===== config.mk =====
export PLATFORM = sky130hd
export DESIGN_NAME = flight_phase_detector
export DESIGN_NICKNAME = d
export VERILOG_FILES = /design/src/rtl/core/fpd_pkg.sv /design/src/rtl/core/fpd_csr.sv /design/src/rtl/core/fpd_step.sv /design/src/rtl/core/flight_phase_detector.sv
export VERILOG_INCLUDE_DIRS = /design/src /design/src/rtl/core
export SDC_FILE = /design/constraint.sdc
export NUM_CORES = 2
export LEC_CHECK = 0
export CAP_MARGIN = 20
export CORE_MARGIN = 2
export CORE_UTILIZATION = 45
export DETAILED_ROUTE_END_ITERATION = 7
export DONT_BUFFER_PORTS = 1
export PLACE_DENSITY = 0.62
export RECOVER_POWER = 100
export SLEW_MARGIN = 10
export SYNTH_ARGS = -nofsm -noshare
export SYNTH_HDL_FRONTEND = slang
export SYNTH_HIERARCHICAL = 1
export SYNTH_SLANG_ARGS = --single-unit

===== constraint.sdc =====
create_clock -name clock -period 25.7 [get_ports clock]
set_input_delay 5.14 -clock clock [delete_from_list [all_inputs] [get_ports clock]]
set_output_delay 5.14 -clock clock [all_outputs]
set_load 0.05 [all_outputs]

===== src/rtl/core/flight_phase_detector_macros.svh =====
// Assertion macros for the flight phase detector RTL.
// Depends on nothing; the including module must have clock and reset.
`ifndef FLIGHT_PHASE_DETECTOR_MACROS_SVH
`define FLIGHT_PHASE_DETECTOR_MACROS_SVH

`ifndef SYNTH
// same-cycle implication, off during reset
`define FPD_ASSERT_IMPL(name, ante, cons) \
   name: assert property (@(posedge clock) disable iff (reset) (ante) |-> (cons)) \
      else $error("flight_phase_detector: assertion failed");
// next-cycle implication, off during reset
`define FPD_ASSERT_NEXT(name, ante, cons) \
   name: assert property (@(posedge clock) disable iff (reset) (ante) |=> (cons)) \
      else $error("flight_phase_detector: assertion failed");
`else
`define FPD_ASSERT_IMPL(name, ante, cons)
`define FPD_ASSERT_NEXT(name, ante, cons)
`endif

`endif


===== src/rtl/core/fpd_pkg.sv =====
// Package for the flight phase detector: phase and register codes, constants.
// Depends on nothing.
package fpd_pkg;

   localparam int ALT_BITS_DEF     = 20;
   localparam int FALL_RUN_LEN_DEF = 3;

   localparam int RISE_CM   = 50;
   localparam int FALL_CM   = 50;
   localparam int STABLE_CM = 30;
   localparam int PERMILLE_SCALE = 1000;

   localparam int CSR_IDX_BITS  = 3;
   localparam int CSR_DATA_BITS = 32;

   typedef enum logic [2:0] {
      PH_PAD     = 3'd0,
      PH_ASCENT  = 3'd1,
      PH_APOGEE  = 3'd2,
      PH_DESCENT = 3'd3,
      PH_PAYLOAD = 3'd4,
      PH_PROBE   = 3'd5,
      PH_LANDED  = 3'd6
   } phase_type;

   typedef enum logic [CSR_IDX_BITS-1:0] {
      REG_ARMED     = 3'd0,
      REG_LAUNCH    = 3'd1,
      REG_APO_WIN   = 3'd2,
      REG_PERMILLE  = 3'd3,
      REG_PRB_TGT   = 3'd4,
      REG_PRB_MRG   = 3'd5,
      REG_LAND_ALT  = 3'd6,
      REG_LAND_WIN  = 3'd7
   } csr_reg_type;

   typedef struct packed {
      logic        armed;
      logic [18:0] launch_cm;
      logic [31:0] apogee_win_ms;
      logic [9:0]  permille;
      logic [18:0] probe_tgt_cm;
      logic [18:0] probe_mrg_cm;
      logic [18:0] landed_cm;
      logic [31:0] landed_win_ms;
   } cfg_type;

   localparam cfg_type CFG_RESET = '{
      armed:         1'b0,
      launch_cm:     19'd1000,
      apogee_win_ms: 32'd2000,
      permille:      10'd800,
      probe_tgt_cm:  19'd200,
      probe_mrg_cm:  19'd50,
      landed_cm:     19'd500,
      landed_win_ms: 32'd3000
   };

endpackage


===== src/rtl/core/fpd_csr.sv =====
// Configuration register file of the flight phase detector.
// Depends on fpd_pkg.
module fpd_csr (
   input  logic                                 clock,
   input  logic                                 reset,
   input  logic                                 csr_valid,
   output logic                                 csr_ready,
   input  logic [fpd_pkg::CSR_IDX_BITS-1:0]     csr_index,
   input  logic [fpd_pkg::CSR_DATA_BITS-1:0]    csr_data,
   output fpd_pkg::cfg_type                     cfg
);

   fpd_pkg::cfg_type cfg_ff;
   fpd_pkg::cfg_type cfg_in;

   assign csr_ready = 1'b1;
   assign cfg       = cfg_ff;

   always_comb begin
      cfg_in = cfg_ff;
      if (csr_valid) begin
         case (fpd_pkg::csr_reg_type'(csr_index))
            fpd_pkg::REG_ARMED:    cfg_in.armed         = csr_data[0];
            fpd_pkg::REG_LAUNCH:   cfg_in.launch_cm     = csr_data[18:0];
            fpd_pkg::REG_APO_WIN:  cfg_in.apogee_win_ms = csr_data[31:0];
            fpd_pkg::REG_PERMILLE: cfg_in.permille      = csr_data[9:0];
            fpd_pkg::REG_PRB_TGT:  cfg_in.probe_tgt_cm  = csr_data[18:0];
            fpd_pkg::REG_PRB_MRG:  cfg_in.probe_mrg_cm  = csr_data[18:0];
            fpd_pkg::REG_LAND_ALT: cfg_in.landed_cm     = csr_data[18:0];
            fpd_pkg::REG_LAND_WIN: cfg_in.landed_win_ms = csr_data[31:0];
            default:               cfg_in = cfg_ff;
         endcase
      end
   end

   always_ff @(posedge clock) begin
      if (reset) begin
         cfg_ff <= fpd_pkg::CFG_RESET;
      end else begin
         cfg_ff <= cfg_in;
      end
   end

endmodule


===== src/rtl/core/fpd_step.sv =====
// Flight state registers and the combinational step rule of the phase detector.
// Depends on fpd_pkg.
module fpd_step #(
   parameter int ALT_BITS     = fpd_pkg::ALT_BITS_DEF,
   parameter int FALL_RUN_LEN = fpd_pkg::FALL_RUN_LEN_DEF
) (
   input  logic                        clock,
   input  logic                        reset,
   input  fpd_pkg::cfg_type            cfg,
   input  logic                        fire,
   input  logic                        mode,
   input  logic signed [ALT_BITS-1:0]  alt,
   input  logic signed [ALT_BITS+10:0] alt_k,
   input  logic [31:0]                 now,
   input  logic [2:0]                  forced,
   output fpd_pkg::phase_type          phase_in,
   output fpd_pkg::phase_type          prior_in,
   output logic                        changed_in,
   output logic                        pay_in,
   output logic                        prb_in,
   output logic signed [ALT_BITS-1:0]  peak_in
);

   localparam int PW = ALT_BITS + 11;
   localparam int DW = ALT_BITS + 1;
   localparam int XW = ((ALT_BITS > 20) ? ALT_BITS : 20) + 2;
   localparam int RW = $clog2(FALL_RUN_LEN + 1);

   fpd_pkg::phase_type          phase_ff, prior_ff;
   fpd_pkg::phase_type          target;
   logic signed [ALT_BITS-1:0]  peak_ff, last_ff, last_in;
   logic [RW-1:0]               run_ff, run_in, run_inc;
   logic [31:0]                 apo_ff, apo_in, lstamp_ff, lstamp_in, stamp_eff;
   logic                        ltiming_ff, ltiming_in;
   logic                        pdone_ff, pdone_in, rdone_ff, rdone_in;
   logic                        take, set_apo;

   logic signed [ALT_BITS-1:0]  peak_new;
   logic signed [PW-1:0]        peak_x, perm_x, peak_scaled;
   logic signed [DW-1:0]        rise, fall;
   logic signed [XW-1:0]        alt_x, launch_x, lo_x, hi_x, landed_x;
   logic                        pay_ok, prb_ok, stable, apo_due, land_due;

   // peak first takes this sample, the payload test uses the new peak
   assign peak_new    = (alt > peak_ff) ? alt : peak_ff;
   assign peak_x      = PW'(peak_new);
   assign perm_x      = PW'($signed({1'b0, cfg.permille}));
   assign peak_scaled = peak_x * perm_x;
   assign pay_ok      = alt_k <= peak_scaled;

   assign rise = DW'(alt) - DW'(last_ff);
   assign fall = DW'(last_ff) - DW'(alt);
   assign stable = (rise < $signed(DW'(fpd_pkg::STABLE_CM)))
                && (fall < $signed(DW'(fpd_pkg::STABLE_CM)));

   assign alt_x    = XW'(alt);
   assign launch_x = XW'($signed({1'b0, cfg.launch_cm}));
   assign landed_x = XW'($signed({1'b0, cfg.landed_cm}));
   assign lo_x     = XW'($signed({1'b0, cfg.probe_tgt_cm}))
                   - XW'($signed({1'b0, cfg.probe_mrg_cm}));
   assign hi_x     = XW'($signed({1'b0, cfg.probe_tgt_cm}))
                   + XW'($signed({1'b0, cfg.probe_mrg_cm}));
   assign prb_ok   = (alt_x >= lo_x) && (alt_x <= hi_x);

   assign run_inc   = run_ff + RW'(1);
   assign apo_due   = (now - apo_ff) >= cfg.apogee_win_ms;
   // landing timer starts on this sample when not yet running
   assign stamp_eff = ltiming_ff ? lstamp_ff : now;
   assign land_due  = (now - stamp_eff) >= cfg.landed_win_ms;

   always_comb begin
      phase_in   = phase_ff;
      prior_in   = prior_ff;
      peak_in    = peak_ff;
      last_in    = last_ff;
      run_in     = run_ff;
      apo_in     = apo_ff;
      lstamp_in  = lstamp_ff;
      ltiming_in = ltiming_ff;
      pdone_in   = pdone_ff;
      rdone_in   = rdone_ff;
      changed_in = 1'b0;
      pay_in     = 1'b0;
      prb_in     = 1'b0;
      take       = 1'b0;
      set_apo    = 1'b0;
      target     = phase_ff;

      if (mode) begin
         // code seven is no phase: item ignored
         if (forced <= 3'(fpd_pkg::PH_LANDED)) begin
            take   = 1'b1;
            target = fpd_pkg::phase_type'(forced);
         end
      end else if (cfg.armed) begin
         peak_in = peak_new;
         last_in = alt;
         case (phase_ff)
            fpd_pkg::PH_PAD: begin
               if ((alt_x >= launch_x) && (rise > $signed(DW'(fpd_pkg::RISE_CM)))) begin
                  take   = 1'b1;
                  target = fpd_pkg::PH_ASCENT;
               end
            end
            fpd_pkg::PH_ASCENT: begin
               if (fall > $signed(DW'(fpd_pkg::FALL_CM))) begin
                  run_in = run_inc;
                  if (run_inc >= RW'(FALL_RUN_LEN)) begin
                     take    = 1'b1;
                     target  = fpd_pkg::PH_APOGEE;
                     set_apo = 1'b1;
                  end
               end else begin
                  run_in = '0;
               end
            end
            fpd_pkg::PH_APOGEE: begin
               if (apo_due) begin
                  take   = 1'b1;
                  target = fpd_pkg::PH_DESCENT;
               end
            end
            fpd_pkg::PH_DESCENT: begin
               if (!pdone_ff && pay_ok) begin
                  take     = 1'b1;
                  target   = fpd_pkg::PH_PAYLOAD;
                  pdone_in = 1'b1;
                  pay_in   = 1'b1;
               end
            end
            fpd_pkg::PH_PAYLOAD: begin
               if (!rdone_ff && prb_ok) begin
                  take     = 1'b1;
                  target   = fpd_pkg::PH_PROBE;
                  rdone_in = 1'b1;
                  prb_in   = 1'b1;
               end
            end
            fpd_pkg::PH_PROBE: begin
               if (alt_x < landed_x) begin
                  if (stable) begin
                     ltiming_in = 1'b1;
                     lstamp_in  = stamp_eff;
                     if (land_due) begin
                        take   = 1'b1;
                        target = fpd_pkg::PH_LANDED;
                     end
                  end else begin
                     ltiming_in = 1'b0;
                     lstamp_in  = '0;
                  end
               end
            end
            default: begin
            end
         endcase
      end

      // a transition clears the per-phase trackers
      if (take && (target != phase_ff)) begin
         prior_in   = phase_ff;
         phase_in   = target;
         run_in     = '0;
         apo_in     = '0;
         lstamp_in  = '0;
         ltiming_in = 1'b0;
         changed_in = 1'b1;
      end
      if (set_apo) begin
         apo_in = now;
      end
   end

   always_ff @(posedge clock) begin
      if (reset) begin
         phase_ff   <= fpd_pkg::PH_PAD;
         prior_ff   <= fpd_pkg::PH_PAD;
         peak_ff    <= '0;
         last_ff    <= '0;
         run_ff     <= '0;
         apo_ff     <= '0;
         lstamp_ff  <= '0;
         ltiming_ff <= 1'b0;
         pdone_ff   <= 1'b0;
         rdone_ff   <= 1'b0;
      end else if (fire) begin
         phase_ff   <= phase_in;
         prior_ff   <= prior_in;
         peak_ff    <= peak_in;
         last_ff    <= last_in;
         run_ff     <= run_in;
         apo_ff     <= apo_in;
         lstamp_ff  <= lstamp_in;
         ltiming_ff <= ltiming_in;
         pdone_ff   <= pdone_in;
         rdone_ff   <= rdone_in;
      end
   end

endmodule


===== src/rtl/core/flight_phase_detector.sv =====
// Top level of the flight phase detector: input register, result register, handshakes.
// Depends on fpd_pkg, fpd_csr, fpd_step and flight_phase_detector_macros.svh.
//
// Flight phase detector. Tracks pad, ascent, apogee, descent, payload release,
// probe release and landed from relative altitude samples (cm) with wrapping
// millisecond timestamps. A word on req_ is either an altitude sample
// (req_mode 0, processed only while the armed register is set) or a force word
// (req_mode 1) that sets the phase to req_forced_phase unless it is code seven.
// Every accepted word yields exactly one rsp_ word with the phase after it, the
// phase before the latest transition, change/fire flags and the peak altitude.
// Rate: one word per clock cycle sustained while rsp_ready stays high. The
// accepting edge loads the word into the input register (the altitude is
// scaled by 1000 on the way in). Once the result register is free or being
// drained, the step rule runs against the flight state and writes the result
// register, which drives rsp_valid. The step rule's payload test (new peak
// times permille, compared with the scaled sample) sets the cycle time. The
// input side keeps accepting while a result waits as long as the input register
// can move on into the result register. Configuration is to be written through
// csr_ only while no word is in flight; the block itself does not enforce this.
`include "flight_phase_detector_macros.svh"

module flight_phase_detector #(
   parameter int ALT_BITS     = fpd_pkg::ALT_BITS_DEF,
   parameter int FALL_RUN_LEN = fpd_pkg::FALL_RUN_LEN_DEF
) (
   input  logic                              clock,
   input  logic                              reset,
   // sample / force words
   input  logic                              req_valid,
   output logic                              req_ready,
   input  logic                              req_mode,
   input  logic signed [ALT_BITS-1:0]        req_altitude_cm,
   input  logic [31:0]                       req_time_ms,
   input  logic [2:0]                        req_forced_phase,
   // result words
   output logic                              rsp_valid,
   input  logic                              rsp_ready,
   output logic [2:0]                        rsp_phase,
   output logic [2:0]                        rsp_last_phase,
   output logic                              rsp_phase_changed,
   output logic                              rsp_payload_fire,
   output logic                              rsp_probe_fire,
   output logic signed [ALT_BITS-1:0]        rsp_peak_altitude_cm,
   // configuration writes
   input  logic                              csr_valid,
   output logic                              csr_ready,
   input  logic [fpd_pkg::CSR_IDX_BITS-1:0]  csr_index,
   input  logic [fpd_pkg::CSR_DATA_BITS-1:0] csr_data
);

   localparam int PW = ALT_BITS + 11;

   fpd_pkg::cfg_type cfg;

   // input register
   logic                       in_valid_ff, in_valid_in;
   logic                       in_mode_ff;
   logic signed [ALT_BITS-1:0] in_alt_ff;
   logic signed [PW-1:0]       in_altk_ff, in_altk_in;
   logic [31:0]                in_time_ff;
   logic [2:0]                 in_forced_ff;

   // result register
   logic                       out_valid_ff, out_valid_in;
   fpd_pkg::phase_type         out_phase_ff, out_prior_ff;
   logic                       out_changed_ff, out_pay_ff, out_prb_ff;
   logic signed [ALT_BITS-1:0] out_peak_ff;

   // step results
   fpd_pkg::phase_type         phase_in, prior_in;
   logic                       changed_in, pay_in, prb_in;
   logic signed [ALT_BITS-1:0] peak_in;

   logic                       req_take, advance;

   // the held word moves on when the result slot is free or being drained
   assign advance   = in_valid_ff && (!out_valid_ff || rsp_ready);
   assign req_ready = !in_valid_ff || advance;
   assign req_take  = req_valid && req_ready;

   assign in_valid_in  = req_take || (in_valid_ff && !advance);
   assign out_valid_in = advance || (out_valid_ff && !rsp_ready);

   // sample times 1000 for the payload test, done ahead of the step rule
   assign in_altk_in = PW'(req_altitude_cm) * PW'(fpd_pkg::PERMILLE_SCALE);

   fpd_csr u_csr (
      .clock     (clock),
      .reset     (reset),
      .csr_valid (csr_valid),
      .csr_ready (csr_ready),
      .csr_index (csr_index),
      .csr_data  (csr_data),
      .cfg       (cfg)
   );

   fpd_step #(
      .ALT_BITS     (ALT_BITS),
      .FALL_RUN_LEN (FALL_RUN_LEN)
   ) u_step (
      .clock      (clock),
      .reset      (reset),
      .cfg        (cfg),
      .fire       (advance),
      .mode       (in_mode_ff),
      .alt        (in_alt_ff),
      .alt_k      (in_altk_ff),
      .now        (in_time_ff),
      .forced     (in_forced_ff),
      .phase_in   (phase_in),
      .prior_in   (prior_in),
      .changed_in (changed_in),
      .pay_in     (pay_in),
      .prb_in     (prb_in),
      .peak_in    (peak_in)
   );

   always_ff @(posedge clock) begin
      if (reset) begin
         in_valid_ff  <= 1'b0;
         out_valid_ff <= 1'b0;
      end else begin
         in_valid_ff  <= in_valid_in;
         out_valid_ff <= out_valid_in;
      end
   end

   // payload registers, no reset
   always_ff @(posedge clock) begin
      if (req_take) begin
         in_mode_ff   <= req_mode;
         in_alt_ff    <= req_altitude_cm;
         in_altk_ff   <= in_altk_in;
         in_time_ff   <= req_time_ms;
         in_forced_ff <= req_forced_phase;
      end
      if (advance) begin
         out_phase_ff   <= phase_in;
         out_prior_ff   <= prior_in;
         out_changed_ff <= changed_in;
         out_pay_ff     <= pay_in;
         out_prb_ff     <= prb_in;
         out_peak_ff    <= peak_in;
      end
   end

   assign rsp_valid            = out_valid_ff;
   assign rsp_phase            = out_phase_ff;
   assign rsp_last_phase       = out_prior_ff;
   assign rsp_phase_changed    = out_changed_ff;
   assign rsp_payload_fire     = out_pay_ff;
   assign rsp_probe_fire       = out_prb_ff;
   assign rsp_peak_altitude_cm = out_peak_ff;

   // a release always comes with the move into its phase
   `FPD_ASSERT_IMPL(a_pay_phase, rsp_valid && rsp_payload_fire,
      rsp_phase_changed && (rsp_phase == 3'(fpd_pkg::PH_PAYLOAD)))
   `FPD_ASSERT_IMPL(a_prb_phase, rsp_valid && rsp_probe_fire,
      rsp_phase_changed && (rsp_phase == 3'(fpd_pkg::PH_PROBE)))
   // a reported change never lands on the phase it left
   `FPD_ASSERT_IMPL(a_change_diff, rsp_valid && rsp_phase_changed,
      rsp_phase != rsp_last_phase)
   // a blocked word in the input register is not lost or overwritten
   `FPD_ASSERT_NEXT(a_in_hold, in_valid_ff && !advance,
      in_valid_ff && $stable(in_time_ff) && $stable(in_alt_ff))

endmodule


# After elaboration in Yosys (flattened, before gate mapping)
# Cells that the tools add are included.
# classes
n_addsub,7
mul,2
order_cmp,14
eq_ne,14
mux,55
bitwise_logic,4
n_reduce_logical,43
# ops
op,n
32-bit two-way mux,9
32-bit >= comparator,2
32-bit subtractor,2
20-bit two-way mux,3
"21-bit by 7-bit > comparator with 1-bit output, second input constant",2
"21-bit by 6-bit less-than comparator with 1-bit output, second input constant",2
3-bit two-way mux,14
20-bit by 20-bit subtractor with 21-bit output,2
20-bit >= comparator,2
31-bit <= comparator,1
20-bit by 11-bit multiplier with 31-bit output,1
"20-bit by 8-bit multiplier with 28-bit output, second input constant",1
1-bit two-way mux,22
20-bit by 21-bit <= comparator with 1-bit output,1
19-bit by 19-bit adder with 20-bit output,1
20-bit > comparator,1
20-bit less-than comparator,1
19-bit by 19-bit subtractor with 20-bit output,1
"3-bit equality test, second input constant",6
3-bit one-hot mux with 6 select lines,1
2-bit AND reduction,9
5-bit AND reduction,3
"3-bit by 2-bit equality test with 1-bit output, second input constant",4
1-bit logical AND,10
16 further kinds,38
# totals
register_bits,381
input_bits,96
output_inout_bits,32
word_cells,170

# Logic depth before layout (Yosys ltp)
# depth
word_depth,13
mapped_depth,56

# Hierarchy
# Netlist, hierarchy kept.
# modules_own_cells
module,n_inst,cells_per_inst,area_per_inst_um2,seq_area_each_um2
fpd_step,1,3002,24078.1,2302.2
flight_phase_detector,1,594,7568.5,3373.2
fpd_csr,1,552,6050.8,3022.9

# Worst setup path after synthesis
# OpenSTA, ideal clock, no wires.
# synth_timing
path_type,reg-to-reg
startpoint,reg in_alt_ff[5]
endpoint,reg u_step.apo_ff[12]
setup_time_ns,0.059
arrival_ns,12.019
required_time_ns,25.641
path_slack_ns,13.621
path_stages_with_launch,54
cell_sequence,edfxtp_1 -> ha_1 -> a21o_1 -> a21o_1 -> a21o_1 -> a21oi_1 -> nor2b_1 -> o21ai_0 -> nand2b_1 -> a21oi_1 -> o31ai_1 -> mux2_2 -> o21ai_1 -> clkbuf_1 -> mux2i_1 -> nand2_1 -> fa_1 -> fa_1 -> (+18 left out) -> a21oi_1 -> xnor2_1 -> ha_1 -> nand3_1 -> nor2_1 -> nand2_1 -> or3_1 -> a31oi_1 -> nor4_1 -> o31ai_1 -> or3_1 -> inv_1 -> a311o_1 -> o41ai_4 -> and2_1 -> buf_6 -> buf_6 -> a22o_1
# synth_via
elab_chain_len,13
elab_cells_between_ends,45
classes_between,2 x add/sub; 1 x mul; 10 x order compare; 1 x eq/ne; 23 x mux; 8 x reduce/logical
# synth_rtl
item,line,rtl
from (decl),flight_phase_detector.sv:58,logic signed [ALT_BITS-1:0] in_alt_ff;
from (signal assigned),flight_phase_detector.sv:132,in_alt_ff <= req_altitude_cm;
20-bit > comparator,fpd_step.sv:45,assign peak_new = (alt > peak_ff) ? alt : peak_ff;
20-bit two-way mux,fpd_step.sv:45,
20-bit by 11-bit multiplier with 31-bit output,fpd_step.sv:48,assign peak_scaled = peak_x * perm_x;
31-bit <= comparator,fpd_step.sv:49,assign pay_ok = alt_k <= peak_scaled;
1-bit logical AND,fpd_step.sv:124,if (!pdone_ff && pay_ok) begin
3-bit two-way mux,fpd_step.sv:124,
3-bit one-hot mux with 6 select lines,fpd_step.sv:98,case (phase_ff)
3-bit two-way mux,fpd_step.sv:95,end else if (cfg.armed) begin
3-bit two-way mux,fpd_step.sv:89,if (mode) begin
3-bit inequality test,fpd_step.sv:160,if (take && (target != phase_ff)) begin
1-bit logical AND,fpd_step.sv:160,
2-bit nonzero test (no line),n/a,
2-bit AND reduction (no line),n/a,
to (signal assigned),fpd_step.sv:192,apo_ff <= apo_in;
to (decl),fpd_step.sv:33,"logic [31:0] apo_ff, apo_in, lstamp_ff, lstamp_in, stamp_eff;"
# Several ways; a longest one is shown, not always the timed one.
# A chain may end at the register's enable or synchronous reset.

# Final worst setup path
# layout_timing
startpoint,reg in_alt_ff[5]
endpoint,reg u_step.apo_ff[29]
# Same word-level chain as after synthesis.

==> results.md <==
- The number of hold buffers added after CTS is 0.
- The synthesized netlist devotes 14.7% of its cell area to simple gates.
- The checks that failed: capacitance limit, slew limit.
- TritonCTS built the clock tree.
- The TritonCTS sink count is 379.
- The final antenna-violating net count is 0.
- The number of placement rows is between 100 and 150.
- Before antenna repair, the detailed router went through 5 iterations.
- The first-pass GRT wire length is around 150000 um.
- The max-capacitance violation count is 12.
- The slew at the pin closest to its max-slew limit is 2.81 ns.
- The peak supply drop is about 0.055 mV.
- The most numerous cell on the critical path is sky130_fd_sc_hd__fa_1.
- The worst clock skew is approximately 0.044 ns.
- The worst min-delay path category is flop to flop.
- The biggest area contributor in the post-synthesis netlist is sky130_fd_sc_hd__ha_1.
- Setup repair after global routing left no endpoint under its margin.
- The post-layout utilization of the core is 47.9%.
- In this run the tool buffered the top-level ports with 0 buffer cells.
- Across the whole layout, storage elements account for 8700 um^2.
- In the final layout, the multi-input gates occupy ~26000 um^2.
- In the final routed layout, each cell accounts on average for 18.6 um.
- The maximum fanout along the worst path is 26.
- between 100 and 150 I/O pins were placed.
- In this run, placement finished with an instance count of ~5100.
- In the global route stage, met2 resource usage came out at between 30% and 40%.
- The worst path uses 68.4% of the clock period.
- The least setup slack across all paths after layout is slightly above 8 ns.
- The die covers 86100 um^2.
- At the end of the flow, the number of nets in the layout was 4917.
- On the worst path, the slowest cell contributes a delay of roughly 1.4 ns.
- Summing the areas of all fa, ha and maj instances in the mapped netlist gives between 20% and 30% of the synthesized area.
- The floorplan die width is 293 um.
- The run finished, with violations left.
- Prior to clock tree synthesis, the placed netlist has a worst setup slack of roughly 11 ns.
- The start point of the worst min-delay path is u_step/lstamp_ff[13]$_SDFFE_PP0P_.
- In this run the register-to-register setup slack is 8.13 ns.
- The clock network is responsible for 26.8% of the overall power.
- The endpoint type of the worst setup path is a flop.
- The final number of max-transition violations is around 350.
- The floorplan step set the die height to approximately 290 um.
- The number of global-route vias before repair is about 27000.
- The finished layout holds around 5200 standard cells, fillers aside.
- The cell area after synthesis is 37700 um^2.
- The worst reg-to-reg path cell count is 52.
- The total vias in the final route is approximately 28000.
- The startpoint of the worst-slack reg-to-reg timing path is in_alt_ff[5]$_DFFE_PP_.
- The path with the worst hold slack has its endpoint at u_step/lstamp_ff[13]$_SDFFE_PP0P_.
- For this design the ratio of total power to cell area is 62.3 nW/um^2.
- For this run, global-route usage on met1 was measured as between 30% and 40%.
- The final count of hold timing violations is 0.
- At the end of routability-driven placement, the weighted congestion stood at about 0.9.
- The clock tree root buffer cell is sky130_fd_sc_hd__clkbuf_16.
- The category of the most critical setup path is flop to flop.
- After filler insertion, the fill cell instance count of the layout stands at 7932.
- The initial utilization of the core area, before any placement, comes to a little under half.
- The maximum count of clock buffers along a single path is 3.
- The area share of the largest cell type after synthesis is 15.8%.
- The kind of cell with the highest combined delay on the critical path is compound AO/OA/AOI/OAI gates.
- By area the synthesized netlist is led by sky130_fd_sc_hd__ha_1, sky130_fd_sc_hd__dfxtp_1, sky130_fd_sc_hd__fa_1.
- Sorting the synthesized cells by how often they occur yields sky130_fd_sc_hd__inv_1, sky130_fd_sc_hd__ha_1, sky130_fd_sc_hd__dfxtp_1.
- The number of flops mapped to enable cells by yosys is around 110.
- In the synthesized netlist, mux cells make up roughly 6.1% of the area.
- The achievable clock frequency is between 0.05 and 0.06 GHz.
- The endpoint identified for the worst register-to-register timing path is u_step/apo_ff[29]$_SDFFE_PP0P_.
- The area growth from synthesis to layout is 5.84%.
- Among all flip-flop cells after synthesis, the most frequent one is sky130_fd_sc_hd__dfxtp_1.
- For the finished layout, the period the worst path requires is 17.57 ns.
- Synthesis produced a netlist whose cell count is between 4000 and 5000.
- The HPWL after detailed placement is 75700 um.
- The internal portion of the total power is between 1.5 and 2 mW.
- The dominant cell by count in the synthesized netlist is sky130_fd_sc_hd__inv_1.
- The core region area is 83300 um^2.
- The layer carrying the most global-route usage is met2.
- After synthesis, the netlist uses 117 different library cells.
- Across every metal layer, demand over resource in global routing totals about 22%.
- The proportion of power drawn by flip-flops and latches is 28.6%.
- The synthesized netlist devotes under 10% of its cell area to XOR and XNOR gates.
- The worst hold path passes through 2 cells.
- The switching part of the total power is between 30% and 40%.
- In this run the power spent charging and discharging nets is ~950 uW.
- Total power for the finished layout comes to approximately 2.5 mW.
- The clock buffer count from CTS is 46.
- The number of setup buffers added after CTS is 0.
- After global routing the overflow that remains totals 0.
- The worst setup path is launched from a flop.
- The final number of setup-violating endpoints is 0.
- The synthesized netlist devotes approximately 14% of its cell area to compound gates.
- The fraction of the yosys area taken by sequential cells is 23.1%.
- Global routing consumed, on the met3 layer, between 3 and 4% of the routing resources.
- The combined buffer and inverter count along the critical path is 6.
- In the final timing run, aggregate negative setup slack is 0 ns.
- The synthesized design contains roughly 380 register bits.
- Dividing the detail-routed via count by the number of cells gives roughly 5.4.
- In this run, post-CTS repair resized a total of 0 instances.
- Entering global routing, the biggest net connects 249 pins.
- The clock-pin transition on the worst setup and hold timing paths is approximately 0.06 ns.
- The worst pin sits at a relative slew slack of -87.3%.
- The Yosys step of the flow raised 6 warnings.
- The H-tree depth is 2.
- The leakage power total is about 18 nW.
- The critical path data required time is ~26 ns.
- The final layout contains routed wiring with a total length of about 97000 um.
- For this design, the slowest cell found on the critical path is sky130_fd_sc_hd__clkbuf_1.
- The endpoint arrival time on the critical path is 18.08 ns.
- The count of unresolved DRC violations after routing is 0.
- The initial antenna violation count is 1.
- Of all flip-flops after synthesis, the portion carrying an async set or reset was 0%.
- The clock latency reported for the late side of the worst-skew pair is slightly above 0.6 ns.
- The combinational share of power is 44.6%.
- Averaged over all synthesized cells, the footprint is 9.09 um^2.
- The layout cell share with drive strength beyond 1 is roughly 3.8%.
- The combinational family with the most area after synthesis is adder cells.
- The number of DRC violations after detailed-routing iteration 0 is around 2000.
## power groups by stage
stage               Sequential (mW)  Clock (mW)  Combinational (mW)
detailed placement            0.722           0                1.12
finish                        0.710       0.667                1.11
global placement              0.722           0                1.11
global route                  0.714       0.705                1.27
CTS                           0.710       0.682                1.13
floorplan                     0.710           0               0.920
## worst max path at each step
stage | to | slack, ns | cells past startpoint | startpoint
global route | u_step/apo_ff[24]$_SDFFE_PP0P_ | 7.04 | 52 | in_alt_ff[5]$_DFFE_PP_
finish | u_step/apo_ff[29]$_SDFFE_PP0P_ | 8.13 | 52 | in_alt_ff[5]$_DFFE_PP_
CTS | u_step/apo_ff[23]$_SDFFE_PP0P_ | 10.86 | 52 | in_alt_ff[5]$_DFFE_PP_
global placement | u_step/apo_ff[29]$_SDFFE_PP0P_ | 11.23 | 52 | in_alt_ff[5]$_DFFE_PP_
floorplan | u_step/apo_ff[12]$_SDFFE_PP0P_ | 13.62 | 53 | in_alt_ff[5]$_DFFE_PP_
detailed placement | u_step/apo_ff[29]$_SDFFE_PP0P_ | 10.89 | 52 | in_alt_ff[5]$_DFFE_PP_
## registers in the layout, summed over array words and instances (netlist names), 2 cells and up
signal	cells
in_time_ff	32
u_step/run_ff	2
in_altk_ff	26
rsp_last_phase	3
u_step/peak_ff	20
u_step/prior_ff	3
in_forced_ff	3
in_alt_ff	20
u_step/lstamp_ff	32
rsp_peak_altitude_cm	20
rsp_phase	3
u_csr/cfg	151
u_step/last_ff	20
u_step/apo_ff	32
u_step/phase_ff	3
## routing by layer
metal,vias to the layer above,part of all wire (%)
li1,13900,-
met1,13600,48
met2,687,43
met3,113,5.8
met4,0,2.8
met5,-,0
## logic make-up after synthesis
| kind of cell | Yosys count |
|---|---|
| AOI/OAI and AO/OA | 775 |
| xor gates and xnor gates | 161 |
| adders and majority gates | 734 |
| buffers and inverters | 808 |
| DFF | 379 |
| muxes | 229 |
| other | 2 |
| and+or+nand+nor | 1060 |
## layout by cell type, fill, tap and decap left out, types with 48 or more instances in the layout
cell                        instances
sky130_fd_sc_hd__and2_1            93
sky130_fd_sc_hd__nor2_1           215
sky130_fd_sc_hd__edfxtp_1         111
sky130_fd_sc_hd__inv_1            660
sky130_fd_sc_hd__o21ai_0          124
sky130_fd_sc_hd__ha_1             477
sky130_fd_sc_hd__nand2b_1         186
sky130_fd_sc_hd__dfxtp_1          267
sky130_fd_sc_hd__a21oi_1          192
sky130_fd_sc_hd__fa_1             257
sky130_fd_sc_hd__a21o_1           100
sky130_fd_sc_hd__nand3_1           49
sky130_fd_sc_hd__nor2b_1           71
sky130_fd_sc_hd__clkbuf_16         48
sky130_fd_sc_hd__xnor2_1          114
sky130_fd_sc_hd__mux2i_1          224
sky130_fd_sc_hd__nand2_1          253
## per-stage QoR
step           hold WS, ns  area, um^2
2_1_floorplan        0.430       37700
3_3_place_gp         0.447       38500
3_5_place_dp         0.458       38500
4_1_cts              0.472       40100
5_1_grt              0.487       39900
6_report             0.471       39900
## final cells by class
class                      instances  share of cell area (%)
sequential                       379                    21.8
timing repair buffer              37                   0.546
multi-input combinational       2963                    64.2
inverter                         660                    6.21
clock buffer                      56                    3.16
antenna                            1                 0.00627
tap                             1080                    3.39
clock inverter                    30                   0.724
## tightest hold or removal path: cells and delay by family, from the launching register on
| family | cells | cell delay [ns] |
|---|---|---|
| buffers and inverters | 1 | 0.04 |
| DFF | 1 | 0.31 |
| AOI/OAI and AO/OA | 1 | 0.07 |
(Power assumes the default switching activity.)
